**src/rtl/shel_pkg.sv**
```systemverilog
// shared types, constants and codes for the sensor hold emergency latch
package shel_pkg;

  // field widths
  localparam int unsigned TimeW  = 32;
  localparam int unsigned HoldW  = 14;
  localparam int unsigned LatchW = 6;
  localparam int unsigned HostW  = 8;
  localparam int unsigned ChirpW = 2;
  localparam int unsigned CfgIdxW = 3;

  // hold timers
  localparam int unsigned NumTimers = 7;
  localparam int unsigned TStop  = 0;
  localparam int unsigned TDual  = 1;
  localparam int unsigned TBlue  = 2;
  localparam int unsigned TRed   = 3;
  localparam int unsigned TAccel = 4;
  localparam int unsigned TTilt  = 5;
  localparam int unsigned TPlay  = 6;

  // compiled hold defaults and limits in ms
  localparam logic [HoldW-1:0] SingleLiftDefault = HoldW'(10000);
  localparam logic [HoldW-1:0] DualLiftDefault   = HoldW'(1000);
  localparam logic [HoldW-1:0] TiltDefault       = HoldW'(2500);
  localparam logic [HoldW-1:0] StopDefault       = HoldW'(100);
  localparam logic [HoldW-1:0] ClearDefault      = HoldW'(2000);
  localparam logic [HoldW-1:0] MinTripMs         = HoldW'(10);
  localparam logic [HoldW-1:0] MaxClearMs        = HoldW'(10000);
  localparam logic [TimeW-1:0] AlarmPeriodMs     = TimeW'(5000);

  // latch bit masks
  localparam logic [LatchW-1:0] BitHost   = 6'b000001;
  localparam logic [LatchW-1:0] BitYellow = 6'b000010;
  localparam logic [LatchW-1:0] BitWhite  = 6'b000100;
  localparam logic [LatchW-1:0] BitBlue   = 6'b001000;
  localparam logic [LatchW-1:0] BitRed    = 6'b010000;
  localparam logic [LatchW-1:0] BitTilt   = 6'b100000;

  // input function codes
  typedef enum logic {
    FUNC_SAMPLE = 1'b0,
    FUNC_HOST   = 1'b1
  } func_e;

  // buzzer request codes
  typedef enum logic [ChirpW-1:0] {
    CHIRP_NONE  = 2'd0,
    CHIRP_CLEAR = 2'd1,
    CHIRP_ALARM = 2'd2
  } chirp_e;

  // configuration register indexes
  typedef enum logic [CfgIdxW-1:0] {
    CFG_SINGLE_LIFT = 3'd0,
    CFG_DUAL_LIFT   = 3'd1,
    CFG_TILT        = 3'd2,
    CFG_STOP        = 3'd3,
    CFG_CLEAR       = 3'd4
  } cfg_idx_e;

  // per-timer control for one transaction
  typedef struct packed {
    logic step;    // a sensor sample advances the timers
    logic active;  // the watched condition holds in this sample
  } timer_ctrl_t;

  // clamp a trip hold to [MinTripMs, dflt]
  function automatic logic [HoldW-1:0] clamp_trip(logic [HoldW-1:0] v,
                                                  logic [HoldW-1:0] dflt);
    logic [HoldW-1:0] r;
    if (v < MinTripMs) begin
      r = MinTripMs;
    end else if (v > dflt) begin
      r = dflt;
    end else begin
      r = v;
    end
    return r;
  endfunction

  // clamp the clear hold to [dflt, MaxClearMs]
  function automatic logic [HoldW-1:0] clamp_clear(logic [HoldW-1:0] v,
                                                   logic [HoldW-1:0] dflt);
    logic [HoldW-1:0] r;
    if (v < dflt) begin
      r = dflt;
    end else if (v > MaxClearMs) begin
      r = MaxClearMs;
    end else begin
      r = v;
    end
    return r;
  endfunction

endpackage

```
**src/rtl/shel_hold_timer.sv**
```systemverilog
// one hold timer: start tick, running flag and elapsed-time compare
module shel_hold_timer (
  input  logic                      clk_i,
  input  logic                      rst_ni,
  input  shel_pkg::timer_ctrl_t     ctrl_i,
  input  logic [shel_pkg::TimeW-1:0] now_i,
  input  logic [shel_pkg::HoldW-1:0] hold_i,
  output logic                      fire_o
);
  import shel_pkg::*;

  logic             running_q, running_d;
  logic [TimeW-1:0] start_q, start_d;
  logic [TimeW-1:0] elapsed;

  // elapsed time modulo 2^32 against the hold
  assign elapsed = now_i - start_q;
  assign fire_o  = ctrl_i.active & running_q & (elapsed >= TimeW'(hold_i));

  // start on the first asserted sample, stop on a deasserted one
  always_comb begin
    running_d = running_q;
    start_d   = start_q;
    if (ctrl_i.step) begin
      if (!ctrl_i.active) begin
        running_d = 1'b0;
      end else if (!running_q) begin
        running_d = 1'b1;
        start_d   = now_i;
      end
    end
  end

  // running flag
  always_ff @(posedge clk_i or negedge rst_ni) begin
    if (!rst_ni) begin
      running_q <= 1'b0;
    end else begin
      running_q <= running_d;
    end
  end

  // start tick, only read while running
  always_ff @(posedge clk_i) begin
    start_q <= start_d;
  end

endmodule

```
**src/rtl/sensor_hold_emergency_latch_unit.sv**
```systemverilog
// top level of the sensor hold emergency latch
//
// Usage: sensor samples and host commands arrive on the input channel
// (in_valid_i / in_ready_o), one transaction each; every transaction gives
// exactly one result transaction on the output channel (out_valid_o /
// out_ready_i) carrying the latch, the buzzer request and the cleared flag.
// Hold times are written through cfg_we_i / cfg_idx_i / cfg_data_i while the
// block is idle; written values are clamped, unknown indexes are ignored.
// Between acceptance and output lie the input register and the result
// register: while a transaction sits in the input register, seven parallel
// subtract-and-compare timers, the latch update and the alarm compare settle
// combinationally and load the result register when it is empty or read.
// Throughput is one transaction per cycle while the receiver takes results,
// set by the single pass from input register to result register.
// Reset clears all timers, the latch, the alarm tick and both registers'
// valid flags and restores the default holds.
// When the receiver stalls, the result register holds; the input register
// takes one more transaction, then in_ready_o drops until the result moves.
module sensor_hold_emergency_latch_unit (
  input  logic                          clk_i,
  input  logic                          rst_ni,
  // configuration
  input  logic                          cfg_we_i,
  input  logic [shel_pkg::CfgIdxW-1:0]  cfg_idx_i,
  input  logic [shel_pkg::HoldW-1:0]    cfg_data_i,
  // input channel
  input  logic                          in_valid_i,
  output logic                          in_ready_o,
  input  logic                          func_i,
  input  logic [shel_pkg::TimeW-1:0]    time_ms_i,
  input  logic                          stop_yellow_i,
  input  logic                          stop_white_i,
  input  logic                          lift_blue_i,
  input  logic                          lift_red_i,
  input  logic                          tilt_switch_i,
  input  logic                          accel_low_z_i,
  input  logic                          play_pressed_i,
  input  logic [shel_pkg::HostW-1:0]    host_value_i,
  // output channel
  output logic                          out_valid_o,
  input  logic                          out_ready_i,
  output logic [shel_pkg::LatchW-1:0]   emergency_bits_o,
  output logic [shel_pkg::ChirpW-1:0]   chirp_o,
  output logic                          cleared_o
);
  import shel_pkg::*;

  // hold registers
  logic [HoldW-1:0] single_hold_q, dual_hold_q, tilt_hold_q, stop_hold_q, clear_hold_q;

  // input register
  logic             in_vld_q;
  logic             func_q;
  logic [TimeW-1:0] time_q;
  logic             yellow_q, white_q, blue_q, red_q, tilt_q, accel_q, play_q;
  logic [HostW-1:0] host_q;

  // result register
  logic              out_vld_q;
  logic [LatchW-1:0] res_bits_q;
  chirp_e            res_chirp_q;
  logic              res_cleared_q;

  // block state
  logic [LatchW-1:0] latch_q, latch_d;
  logic [TimeW-1:0]  alarm_q, alarm_d;

  logic              advance;
  logic              step;
  timer_ctrl_t       tctrl [NumTimers];
  logic [HoldW-1:0]  thold [NumTimers];
  logic              fire  [NumTimers];
  logic [LatchW-1:0] latch_mid;
  chirp_e            chirp_d;
  logic              cleared_d;

  // handshakes
  assign advance    = in_vld_q & (~out_vld_q | out_ready_i);
  assign in_ready_o = ~in_vld_q | advance;
  assign step       = advance & (func_q == FUNC_SAMPLE);

  // configuration writes with clamping
  always_ff @(posedge clk_i or negedge rst_ni) begin
    if (!rst_ni) begin
      single_hold_q <= SingleLiftDefault;
      dual_hold_q   <= DualLiftDefault;
      tilt_hold_q   <= TiltDefault;
      stop_hold_q   <= StopDefault;
      clear_hold_q  <= ClearDefault;
    end else if (cfg_we_i) begin
      unique case (cfg_idx_i)
        CFG_SINGLE_LIFT: single_hold_q <= clamp_trip(cfg_data_i, SingleLiftDefault);
        CFG_DUAL_LIFT:   dual_hold_q   <= clamp_trip(cfg_data_i, DualLiftDefault);
        CFG_TILT:        tilt_hold_q   <= clamp_trip(cfg_data_i, TiltDefault);
        CFG_STOP:        stop_hold_q   <= clamp_trip(cfg_data_i, StopDefault);
        CFG_CLEAR:       clear_hold_q  <= clamp_clear(cfg_data_i, ClearDefault);
        default: ;
      endcase
    end
  end

  // input register valid
  always_ff @(posedge clk_i or negedge rst_ni) begin
    if (!rst_ni) begin
      in_vld_q <= 1'b0;
    end else if (in_ready_o) begin
      in_vld_q <= in_valid_i;
    end
  end

  // input register payload
  always_ff @(posedge clk_i) begin
    if (in_valid_i && in_ready_o) begin
      func_q   <= func_i;
      time_q   <= time_ms_i;
      yellow_q <= stop_yellow_i;
      white_q  <= stop_white_i;
      blue_q   <= lift_blue_i;
      red_q    <= lift_red_i;
      tilt_q   <= tilt_switch_i;
      accel_q  <= accel_low_z_i;
      play_q   <= play_pressed_i;
      host_q   <= host_value_i;
    end
  end

  // timer conditions and holds
  always_comb begin
    tctrl[TStop]  = '{step: step, active: yellow_q | white_q};
    tctrl[TDual]  = '{step: step, active: blue_q & red_q};
    tctrl[TBlue]  = '{step: step, active: blue_q};
    tctrl[TRed]   = '{step: step, active: red_q};
    tctrl[TAccel] = '{step: step, active: accel_q};
    tctrl[TTilt]  = '{step: step, active: tilt_q};
    tctrl[TPlay]  = '{step: step, active: (latch_mid != '0) & play_q};
    thold[TStop]  = stop_hold_q;
    thold[TDual]  = dual_hold_q;
    thold[TBlue]  = single_hold_q;
    thold[TRed]   = single_hold_q;
    thold[TAccel] = tilt_hold_q;
    thold[TTilt]  = tilt_hold_q;
    thold[TPlay]  = clear_hold_q;
  end

  // hold timers
  for (genvar t = 0; t < NumTimers; t++) begin : g_timer
    shel_hold_timer u_timer (
      .clk_i  (clk_i),
      .rst_ni (rst_ni),
      .ctrl_i (tctrl[t]),
      .now_i  (time_q),
      .hold_i (thold[t]),
      .fire_o (fire[t])
    );
  end

  // latch bits set by the sensor timers in this sample
  always_comb begin
    latch_mid = latch_q;
    if (fire[TStop] && yellow_q) latch_mid = latch_mid | BitYellow;
    if (fire[TStop] && white_q)  latch_mid = latch_mid | BitWhite;
    if (fire[TDual])             latch_mid = latch_mid | BitBlue | BitRed;
    if (fire[TBlue])             latch_mid = latch_mid | BitBlue;
    if (fire[TRed])              latch_mid = latch_mid | BitRed;
    if (fire[TAccel] || fire[TTilt]) latch_mid = latch_mid | BitTilt;
  end

  // play clear, alarm chirp and host command
  always_comb begin
    latch_d   = latch_q;
    alarm_d   = alarm_q;
    chirp_d   = CHIRP_NONE;
    cleared_d = 1'b0;
    if (func_q == FUNC_HOST) begin
      latch_d = (host_q != '0) ? BitHost : '0;
    end else begin
      latch_d = latch_mid;
      if (fire[TPlay]) begin
        latch_d   = '0;
        cleared_d = 1'b1;
        chirp_d   = CHIRP_CLEAR;
      end
      if ((latch_d != '0) && ((time_q - alarm_q) > AlarmPeriodMs)) begin
        alarm_d = time_q;
        chirp_d = CHIRP_ALARM;
      end
    end
  end

  // latch and alarm tick
  always_ff @(posedge clk_i or negedge rst_ni) begin
    if (!rst_ni) begin
      latch_q <= '0;
      alarm_q <= '0;
    end else if (advance) begin
      latch_q <= latch_d;
      alarm_q <= alarm_d;
    end
  end

  // result register valid
  always_ff @(posedge clk_i or negedge rst_ni) begin
    if (!rst_ni) begin
      out_vld_q <= 1'b0;
    end else if (advance) begin
      out_vld_q <= 1'b1;
    end else if (out_ready_i) begin
      out_vld_q <= 1'b0;
    end
  end

  // result register payload
  always_ff @(posedge clk_i) begin
    if (advance) begin
      res_bits_q    <= latch_d;
      res_chirp_q   <= chirp_d;
      res_cleared_q <= cleared_d;
    end
  end

  assign out_valid_o      = out_vld_q;
  assign emergency_bits_o = res_bits_q;
  assign chirp_o          = res_chirp_q;
  assign cleared_o        = res_cleared_q;

endmodule
```
**config.mk**
```make
export PLATFORM = sky130hd
export DESIGN_NAME = sensor_hold_emergency_latch_unit
export DESIGN_NICKNAME = d
export VERILOG_FILES = /design/src/rtl/shel_pkg.sv /design/src/rtl/shel_hold_timer.sv /design/src/rtl/sensor_hold_emergency_latch_unit.sv
export SDC_FILE = /design/constraint.sdc
export NUM_CORES = 1
export LEC_CHECK = 0
export CAP_MARGIN = 20
export CELL_PAD_IN_SITES_DETAIL_PLACEMENT = 0
export CELL_PAD_IN_SITES_GLOBAL_PLACEMENT = 1
export CORE_MARGIN = 4
export CORE_UTILIZATION = 50
export CTS_CLUSTER_SIZE = 25
export DETAILED_ROUTE_END_ITERATION = 8
export DONT_BUFFER_PORTS = 1
export GPL_TIMING_DRIVEN = 1
export HOLD_SLACK_MARGIN = 0.06
export PLACE_DENSITY_LB_ADDON = 0.1
export SYNTH_ARGS = -nofsm -noshare
export SYNTH_HDL_FRONTEND = slang
export SYNTH_SLANG_ARGS = --single-unit
```
**constraint.sdc**
```tcl
create_clock -name clk_i -period 20 [get_ports clk_i]
set_clock_uncertainty 0.15 [all_clocks]
set_input_delay 1 -clock clk_i [delete_from_list [all_inputs] [get_ports clk_i]]
set_output_delay 1 -clock clk_i [all_outputs]
set_load 0.005 [all_outputs]
```
; Word level (Yosys, flattened, before mapping)
; Index checks and enable logic that the tools add are counted.
[totals]
word_cells = 149
ramBits = 0
latch_bits = 0
memories = 0
output_inout_bits = 11
romBits = 0
reg_bits = 398
[classes]
div_mod_pow = 0
bitwise_logic = 31
n_eq_ne = 4
mul = 0
n_reduce_logical = 24
n_lt_le_gt_ge = 14
n_shift = 0
muxes = 31
addsub = 8
[ops]
columns = cell, n
row1 = subtractor 32 bit, 8
row2 = greater-or-equal comparator 32 x 14 -> 1 bit, 7
row3 = two-way mux 14 bit, 9
row4 = greater-than comparator 32 x 13 -> 1 bit (second input constant), 1
row5 = two-way mux 6 bit, 4
row6 = AND reduction 3 bit, 8
row7 = bitwise AND 1 bit, 18
row8 = greater-than comparator 14 x 10 -> 1 bit (second input constant), 1
row9 = greater-than comparator 14 x 12 -> 1 bit (second input constant), 1
row10 = greater-than comparator 14 bit (second input constant), 1
row11 = greater-than comparator 14 x 7 -> 1 bit (second input constant), 1
row12 = < comparator 14 x 11 -> 1 bit (second input constant), 1
row13 = < comparator 14 x 4 -> 1 bit (second input constant), 1
row14 = two-way mux 1 bit, 12
row15 = nonzero test 6 bit, 2
row16 = two-way mux 5 bit, 2
row17 = NOT 1 bit, 10
row18 = AND reduction 2 bit, 5
row19 = nonzero test 8 bit, 1
row20 = equality test 3 x 2 -> 1 bit (second input constant), 2
row21 = logical AND 1 bit, 4
row22 = two-way mux 2 bit, 2
row23 = two-way mux 4 bit, 1
row24 = equality test 3 x 1 -> 1 bit (second input constant), 1
row25 = 7 further kinds, 9

; Depth between registers and ports, before layout
[logic_depth]
ltp_word = 19
mapped_depth = 25

; Hierarchy
; A second synthesis with hierarchy kept.
[hier_totals]
hier_cells = 3571
area_unflattened_um2 = 32134.6
[modules_own_cells]
columns = module, n_inst, area_each_um2, cells_each, seq_area_each_um2
row1 = shel_hold_timer at g_timer[2].u_timer ..., 5, 3420.8, 402, 985.9
row2 = sensor_hold_emergency_latch_unit, 1, 8426.8, 801, 4495.6
row3 = shel_hold_timer at g_timer[0].u_timer ..., 2, 3301.9, 380, 985.9

; Least setup slack after synthesis
; Ideal clock, no wire load.
[synth_timing]
path_type = reg-to-reg
startpoint = register time_q[1]
endpoint = register g_timer[6].u_timer.start_q[0], enable pin
setup_time_ns = 0.513
path_stages_with_launch = 21
path_buffers = 0
required_ns = 19.337
t_arrival_ns = 7.336
path_slack_ns = 12.001
cell_sequence = edfxtp_1 -> inv_1 -> fa_1 -> nand2b_1 -> a21oi_1 -> o21ai_0 -> o21ai_0 -> a31oi_1 -> xnor2_1 -> ha_1 -> nand2_1 -> o21ai_0 -> nand2_1 -> o2111ai_1 -> a2111oi_0 -> nand4_1 -> nor4_1 -> a41oi_1 -> a211oi_2 -> and2_1 -> nor4b_1
[synth_via]
elab_chain_len = 13
[synth_rtl]
columns = element, line
row1 = from (decl), sensor_hold_emergency_latch_unit.sv:54  ; logic [TimeW-1:0] time_q;
row2 = from (signal assigned), sensor_hold_emergency_latch_unit.sv:115  ; time_q <= time_ms_i;
row3 = subtractor 32 bit, shel_hold_timer.sv:17  ; assign elapsed = now_i - start_q;
row4 = greater-or-equal comparator 32 x 14 -> 1 bit, shel_hold_timer.sv:18  ; assign fire_o = ctrl_i.active & running_q & (elapsed >= TimeW'(hold_i));
row5 = bitwise AND 1 bit, shel_hold_timer.sv:18
row6 = logical AND 1 bit, sensor_hold_emergency_latch_unit.sv:160  ; if (fire[TStop] && yellow_q) latch_mid = latch_mid | BitYellow;
row7 = two-way mux 2 bit, sensor_hold_emergency_latch_unit.sv:160
row8 = two-way mux 3 bit, sensor_hold_emergency_latch_unit.sv:161  ; if (fire[TStop] && white_q) latch_mid = latch_mid | BitWhite;
row9 = two-way mux 5 bit, sensor_hold_emergency_latch_unit.sv:162  ; if (fire[TDual]) latch_mid = latch_mid | BitBlue | BitRed;
row10 = two-way mux 4 bit, sensor_hold_emergency_latch_unit.sv:163  ; if (fire[TBlue]) latch_mid = latch_mid | BitBlue;
row11 = two-way mux 5 bit, sensor_hold_emergency_latch_unit.sv:164  ; if (fire[TRed]) latch_mid = latch_mid | BitRed;
row12 = two-way mux 6 bit *, sensor_hold_emergency_latch_unit.sv:165  ; if (fire[TAccel] || fire[TTilt]) latch_mid = latch_mid | BitTilt;
row13 = nonzero test 6 bit *, sensor_hold_emergency_latch_unit.sv:135  ; tctrl[TPlay] = '{step: step, active: (latch_mid != '0) & play_q};
row14 = bitwise AND 1 bit *, sensor_hold_emergency_latch_unit.sv:135
row15 = AND reduction 3 bit (no line) *, n/a
row16 = to (signal assigned), shel_hold_timer.sv:45  ; start_q <= start_d;
row17 = to (decl), shel_hold_timer.sv:13  ; logic [TimeW-1:0] start_q, start_d;
; Mark *: on every way between the ends. The rest lies on a longest branch, timed or not.
; A chain may end at the register's enable or synchronous reset.

; Worst setup path after layout
[layout_timing]
startpoint = register time_q[0]
endpoint = register alarm_q[0]
[layout_via]
elab_chain_len = 19
[layout_rtl]
columns = element, line
row1 = subtractor 32 bit, shel_hold_timer.sv:17
row2 = greater-or-equal comparator 32 x 14 -> 1 bit, shel_hold_timer.sv:18
row3 = bitwise AND 1 bit, shel_hold_timer.sv:18
row4 = logical AND 1 bit, sensor_hold_emergency_latch_unit.sv:160
row5 = two-way mux 2 bit, sensor_hold_emergency_latch_unit.sv:160
row6 = two-way mux 3 bit, sensor_hold_emergency_latch_unit.sv:161
row7 = two-way mux 5 bit, sensor_hold_emergency_latch_unit.sv:162
row8 = two-way mux 4 bit, sensor_hold_emergency_latch_unit.sv:163
row9 = [2 not listed], n/a
row10 = nonzero test 6 bit, sensor_hold_emergency_latch_unit.sv:135
row11 = bitwise AND 1 bit, sensor_hold_emergency_latch_unit.sv:135
row12 = bitwise AND 1 bit (2 in series), shel_hold_timer.sv:18
row13 = two-way mux 6 bit, sensor_hold_emergency_latch_unit.sv:178  ; if (fire[TPlay]) begin
row14 = two-way mux 6 bit, sensor_hold_emergency_latch_unit.sv:174  ; if (func_q == FUNC_HOST) begin
row15 = nonzero test 6 bit, sensor_hold_emergency_latch_unit.sv:183  ; if ((latch_d != '0) && ((time_q - alarm_q) > AlarmPeriodMs)) begin
row16 = logical AND 1 bit, sensor_hold_emergency_latch_unit.sv:183
row17 = AND reduction 3 bit (no line), n/a
row18 = to (signal assigned), sensor_hold_emergency_latch_unit.sv:197  ; alarm_q <= alarm_d;
row19 = to (decl), sensor_hold_emergency_latch_unit.sv:66  ; logic [TimeW-1:0] alarm_q, alarm_d;
; Parallel ways exist; a longest one is shown, timed or not. The select of a mux whose other input is x is not followed.

==> results.sh <==
export IMPL_boundaryPins=81
export IMPL_critPathLaunchType="flop"
export IMPL_setup_worst_path_end_class="flop"
export IMPL_cts_sinks=398
export IMPL_ir_drop_v=0.0000791
export IMPL_rsz0062_at_grt="no"
export IMPL_critPathArrivalTime_ns=7.66
export IMPL_hold_violations=0
export IMPL_drtIter0Drc=2064
export IMPL_clkLatencyLatePin_ns=0.60
export IMPL_yosysSeqAreaShare_pct=36.2
export IMPL_h_tree_depth=2
export IMPL_synth_seq_cells=398
export IMPL_numCtsBuffers=47
export IMPL_drt_wl_total_um=99600
export IMPL_die_area_um2=67000
export IMPL_postCtsSetupBuffers=0
export IMPL_ys_warn_count=0
export IMPL_drc=0
export IMPL_drtPass1Iterations=5
export IMPL_instances_no_fill=4336
export IMPL_clk_pin_slew_worst_paths_ns=0.06
export IMPL_postRouteAntennaNets=0
export IMPL_period_share_pct=36.7
export IMPL_cts_tree="done"
export IMPL_required_ns=20.33
export IMPL_die_h_um=259
export IMPL_viasPerCell=6.22
export IMPL_nets=3883
export IMPL_slew_viol_final=0
export IMPL_hold_path_class="in2async"
export IMPL_numPortBuffers=0
export IMPL_placed_cells=4245
export IMPL_yosysTopAreaCell="edfxtp_1"
export IMPL_fmax_ghz=0.136
export IMPL_outcome="completed"
export IMPL_leakagePower_nw=14.4
export IMPL_grt_pass1_vias=26200
export IMPL_routabilityCongestion=0.946
export IMPL_wl_per_cell_um=23.0
export IMPL_relSlewSlack_pct=26.6
export IMPL_netlist_instances=3466
export IMPL_critPathMaxFanout=32
export IMPL_final_fill_count=5747
export IMPL_via_count=27000
export IMPL_synthTopCellsByArea="edfxtp_1 27%, ha_1 14%, dfrtp_1 7.3%"
export IMPL_tightest_slew_ns=1.10
export IMPL_grt_pass1_wl_um=151000
export IMPL_synth_distinct_cells=97
export IMPL_grt_overflow_total=0
export IMPL_clock_path_buffers=3
export IMPL_grt_usage_pct=28.9
export IMPL_syn_area_um2=31500
export IMPL_die_w_um=259
export IMPL_layout_drive_gt1_share_pct=6.41
export IMPL_syn_avg_cell_area_um2=9.08
export IMPL_synth_fp_nets=3890
export IMPL_powerDensity_nw_per_um2=82.6
export IMPL_root_buffer="clkbuf_16"
export IMPL_grt_max_degree=93
export IMPL_coreArea_um2=62100
export IMPL_antenna_found_initial=6
export IMPL_seqCellArea_um2=11400
export IMPL_synth_edf_count=281
export IMPL_r2r_cells=24
export IMPL_drv_cap=0
export IMPL_setup_viol=0
export IMPL_multi_input_area_um2=18300
export IMPL_areaGrowthSynthToFinish_pct=8.11
export IMPL_layout_min_cycle_time_ns=7.33
export IMPL_num_rows=91
export IMPL_synth_main_ff_cell="edfxtp_1"
export IMPL_hpwl_um=73300
export IMPL_initial_core_util_pct=50.7
export IMPL_tns_ns=0
export IMPL_worst_setup_path_type="reg2reg"
export IMPL_synth_top_area_share_pct=26.8
export IMPL_async_flop_share_pct=29.4
-- kinds of logic (layout without fill, tap and decap cells) --
family / Yosys count / after routing / share of synthesized area (%)
AO/OA/AOI/OAI: 1075 / 1075 / 22.2
XOR/XNOR: 159 / 159 / 4.42
flip-flops: 398 / 398 / 36.2
adder cells (fa/ha/maj): 354 / 354 / 14.3
buffers and inverters: 467 / 498 / 5.84
AND/OR/NAND/NOR: 956 / 956 / 14.8
other: 0 / 2 / 0
multiplexers: 57 / 57 / 2.31
-- cell type report --
type	instances	share of cell area (%)
antenna	2	0.0147
clock buffer	64	3.74
clock inverter	23	0.868
inverter	370	4.08
multi-input combinational	2601	53.7
sequential	398	33.5
tap	837	3.08
timing repair buffer	41	1.00
-- layer usage --
| layer | routed length, um | vias to the layer above | GRT usage (%) | share of wire, % |
|---|---|---|---|---|
| met5 | 0 | - | 0 | 0 |
| met4 | 4730 | 0 | 11.9 | 4.7 |
| met3 | 5960 | 215 | 4.71 | 6.0 |
| met2 | 45900 | 885 | 47.8 | 46 |
| met1 | 43000 | 13100 | 37.8 | 43 |
| li1 | - | 12800 | - | - |
-- state kept, by name, indices dropped and copies added, names as in the netlist, 2 cells and up --
name                       count
alarm_q                       32
chirp_o                        2
clear_hold_q                  14
dual_hold_q                   14
emergency_bits_o               6
g_timer.u_timer.running_q      7
g_timer.u_timer.start_q      224
host_q                         8
latch_q                        6
single_hold_q                 14
stop_hold_q                   14
tilt_hold_q                   14
time_q                        32
-- cell usage after synthesis, types with 14 or more instances --
cell      instances
a211oi_1         49
nor2_1          219
nor3_1           77
o31ai_1          29
clkbuf_1         85
dfrtp_1          92
inv_1           370
a21boi_0         15
a21o_1           84
dfstp_2          25
a31oi_1          40
nand4_1          85
nand3_1          66
nand2_1         291
and2_1           23
xnor2_1          95
mux2_4           29
xor2_1           64
ha_1            346
nor4_1           26
nand2b_1         47
a21oi_1         313
a211o_1          17
o21bai_1         22
nor2b_1          21
edfxtp_1        281
or3_1            26
o21a_1           62
mux2i_1          20
o21ai_0         221
o211ai_1         57
o22ai_1          14
-- layout by cell type (no fill, tap or decap), drive strengths merged, types with 66 or more instances in the layout --
master / n
ha: 346
nand2: 291
o21ai: 222
a21o: 84
nand4: 85
edfxtp: 281
a21oi: 316
dfrtp: 92
nor3: 78
inv: 373
xnor2: 95
nand3: 66
nor2: 219
-- per-stage QoR --
step           cell area, um^2  power (mW)  utilization [%]  hold WS [ns]  setup slack, ns
2_1_floorplan            31500        1.69                -         0.299            12.00
3_3_place_gp             32400        1.91             52.2         0.311            12.81
3_5_place_dp             32400        1.92             52.2         0.318            12.71
4_1_cts                  34000        2.82             54.8        0.0719            12.67
5_1_grt                  34000        2.97             54.8        0.0645            12.26
6_report                 34000        2.81             54.8         0.105            12.67
-- critical path, stage by stage (launching register included) --
cell	delay (ns)
edfxtp_1	0.54
inv_1	0.49
ha_1	0.25
inv_1	0.05
fa_1	0.39
a21oi_1	0.27
a2bb2oi_1	0.25
a21oi_1	0.14
and2_1	0.20
o21a_1	0.17
nor2_1	0.11
xnor2_1	0.14
ha_1	0.27
a21o_1	0.18
a211o_1	0.28
a211o_1	0.31
a221oi_1	0.20
nand4_1	0.11
nor4_1	0.25
nand4_1	0.14
or4b_1	0.51
or4_4	0.46
a211oi_2	0.33
a211o_4	0.59
mux2_2	0.40
-- what timing repair did --
item	in CTS	in global routing
endpoints found under the hold margin	92	0
hold buffers	1	0
resized for setup	0	0
-- final timing paths --
kind / from / endpoint / slack (ns)
worst max-delay path: time_q[0]$_DFFE_PP_ / alarm_q[0]$_DFFE_PN0P_ / 12.67
min in group clk_i: stop_hold_q[2]$_DFFE_PN1P_ / stop_hold_q[2]$_DFFE_PN1P_ / 0.33
worst min-delay path: rst_ni / dual_hold_q[7]$_DFFE_PN1P_ / 0.10
worst max register to register: time_q[0]$_DFFE_PP_ / alarm_q[0]$_DFFE_PN0P_ / 12.67
max in group asynchronous: rst_ni / tilt_hold_q[10]$_DFFE_PN0P_ / 19.08
worst min register to register: stop_hold_q[2]$_DFFE_PN1P_ / stop_hold_q[2]$_DFFE_PN1P_ / 0.33
-- power by group --
group          switching [mW]  leakage [nW]  internal (mW)
sequential             0.0392          4.01          0.968
clock                   0.355         0.754          0.525
combinational           0.558          9.65          0.365
total                   0.952          14.4           1.86
No activity file was read; power rests on OpenSTA's default activity.
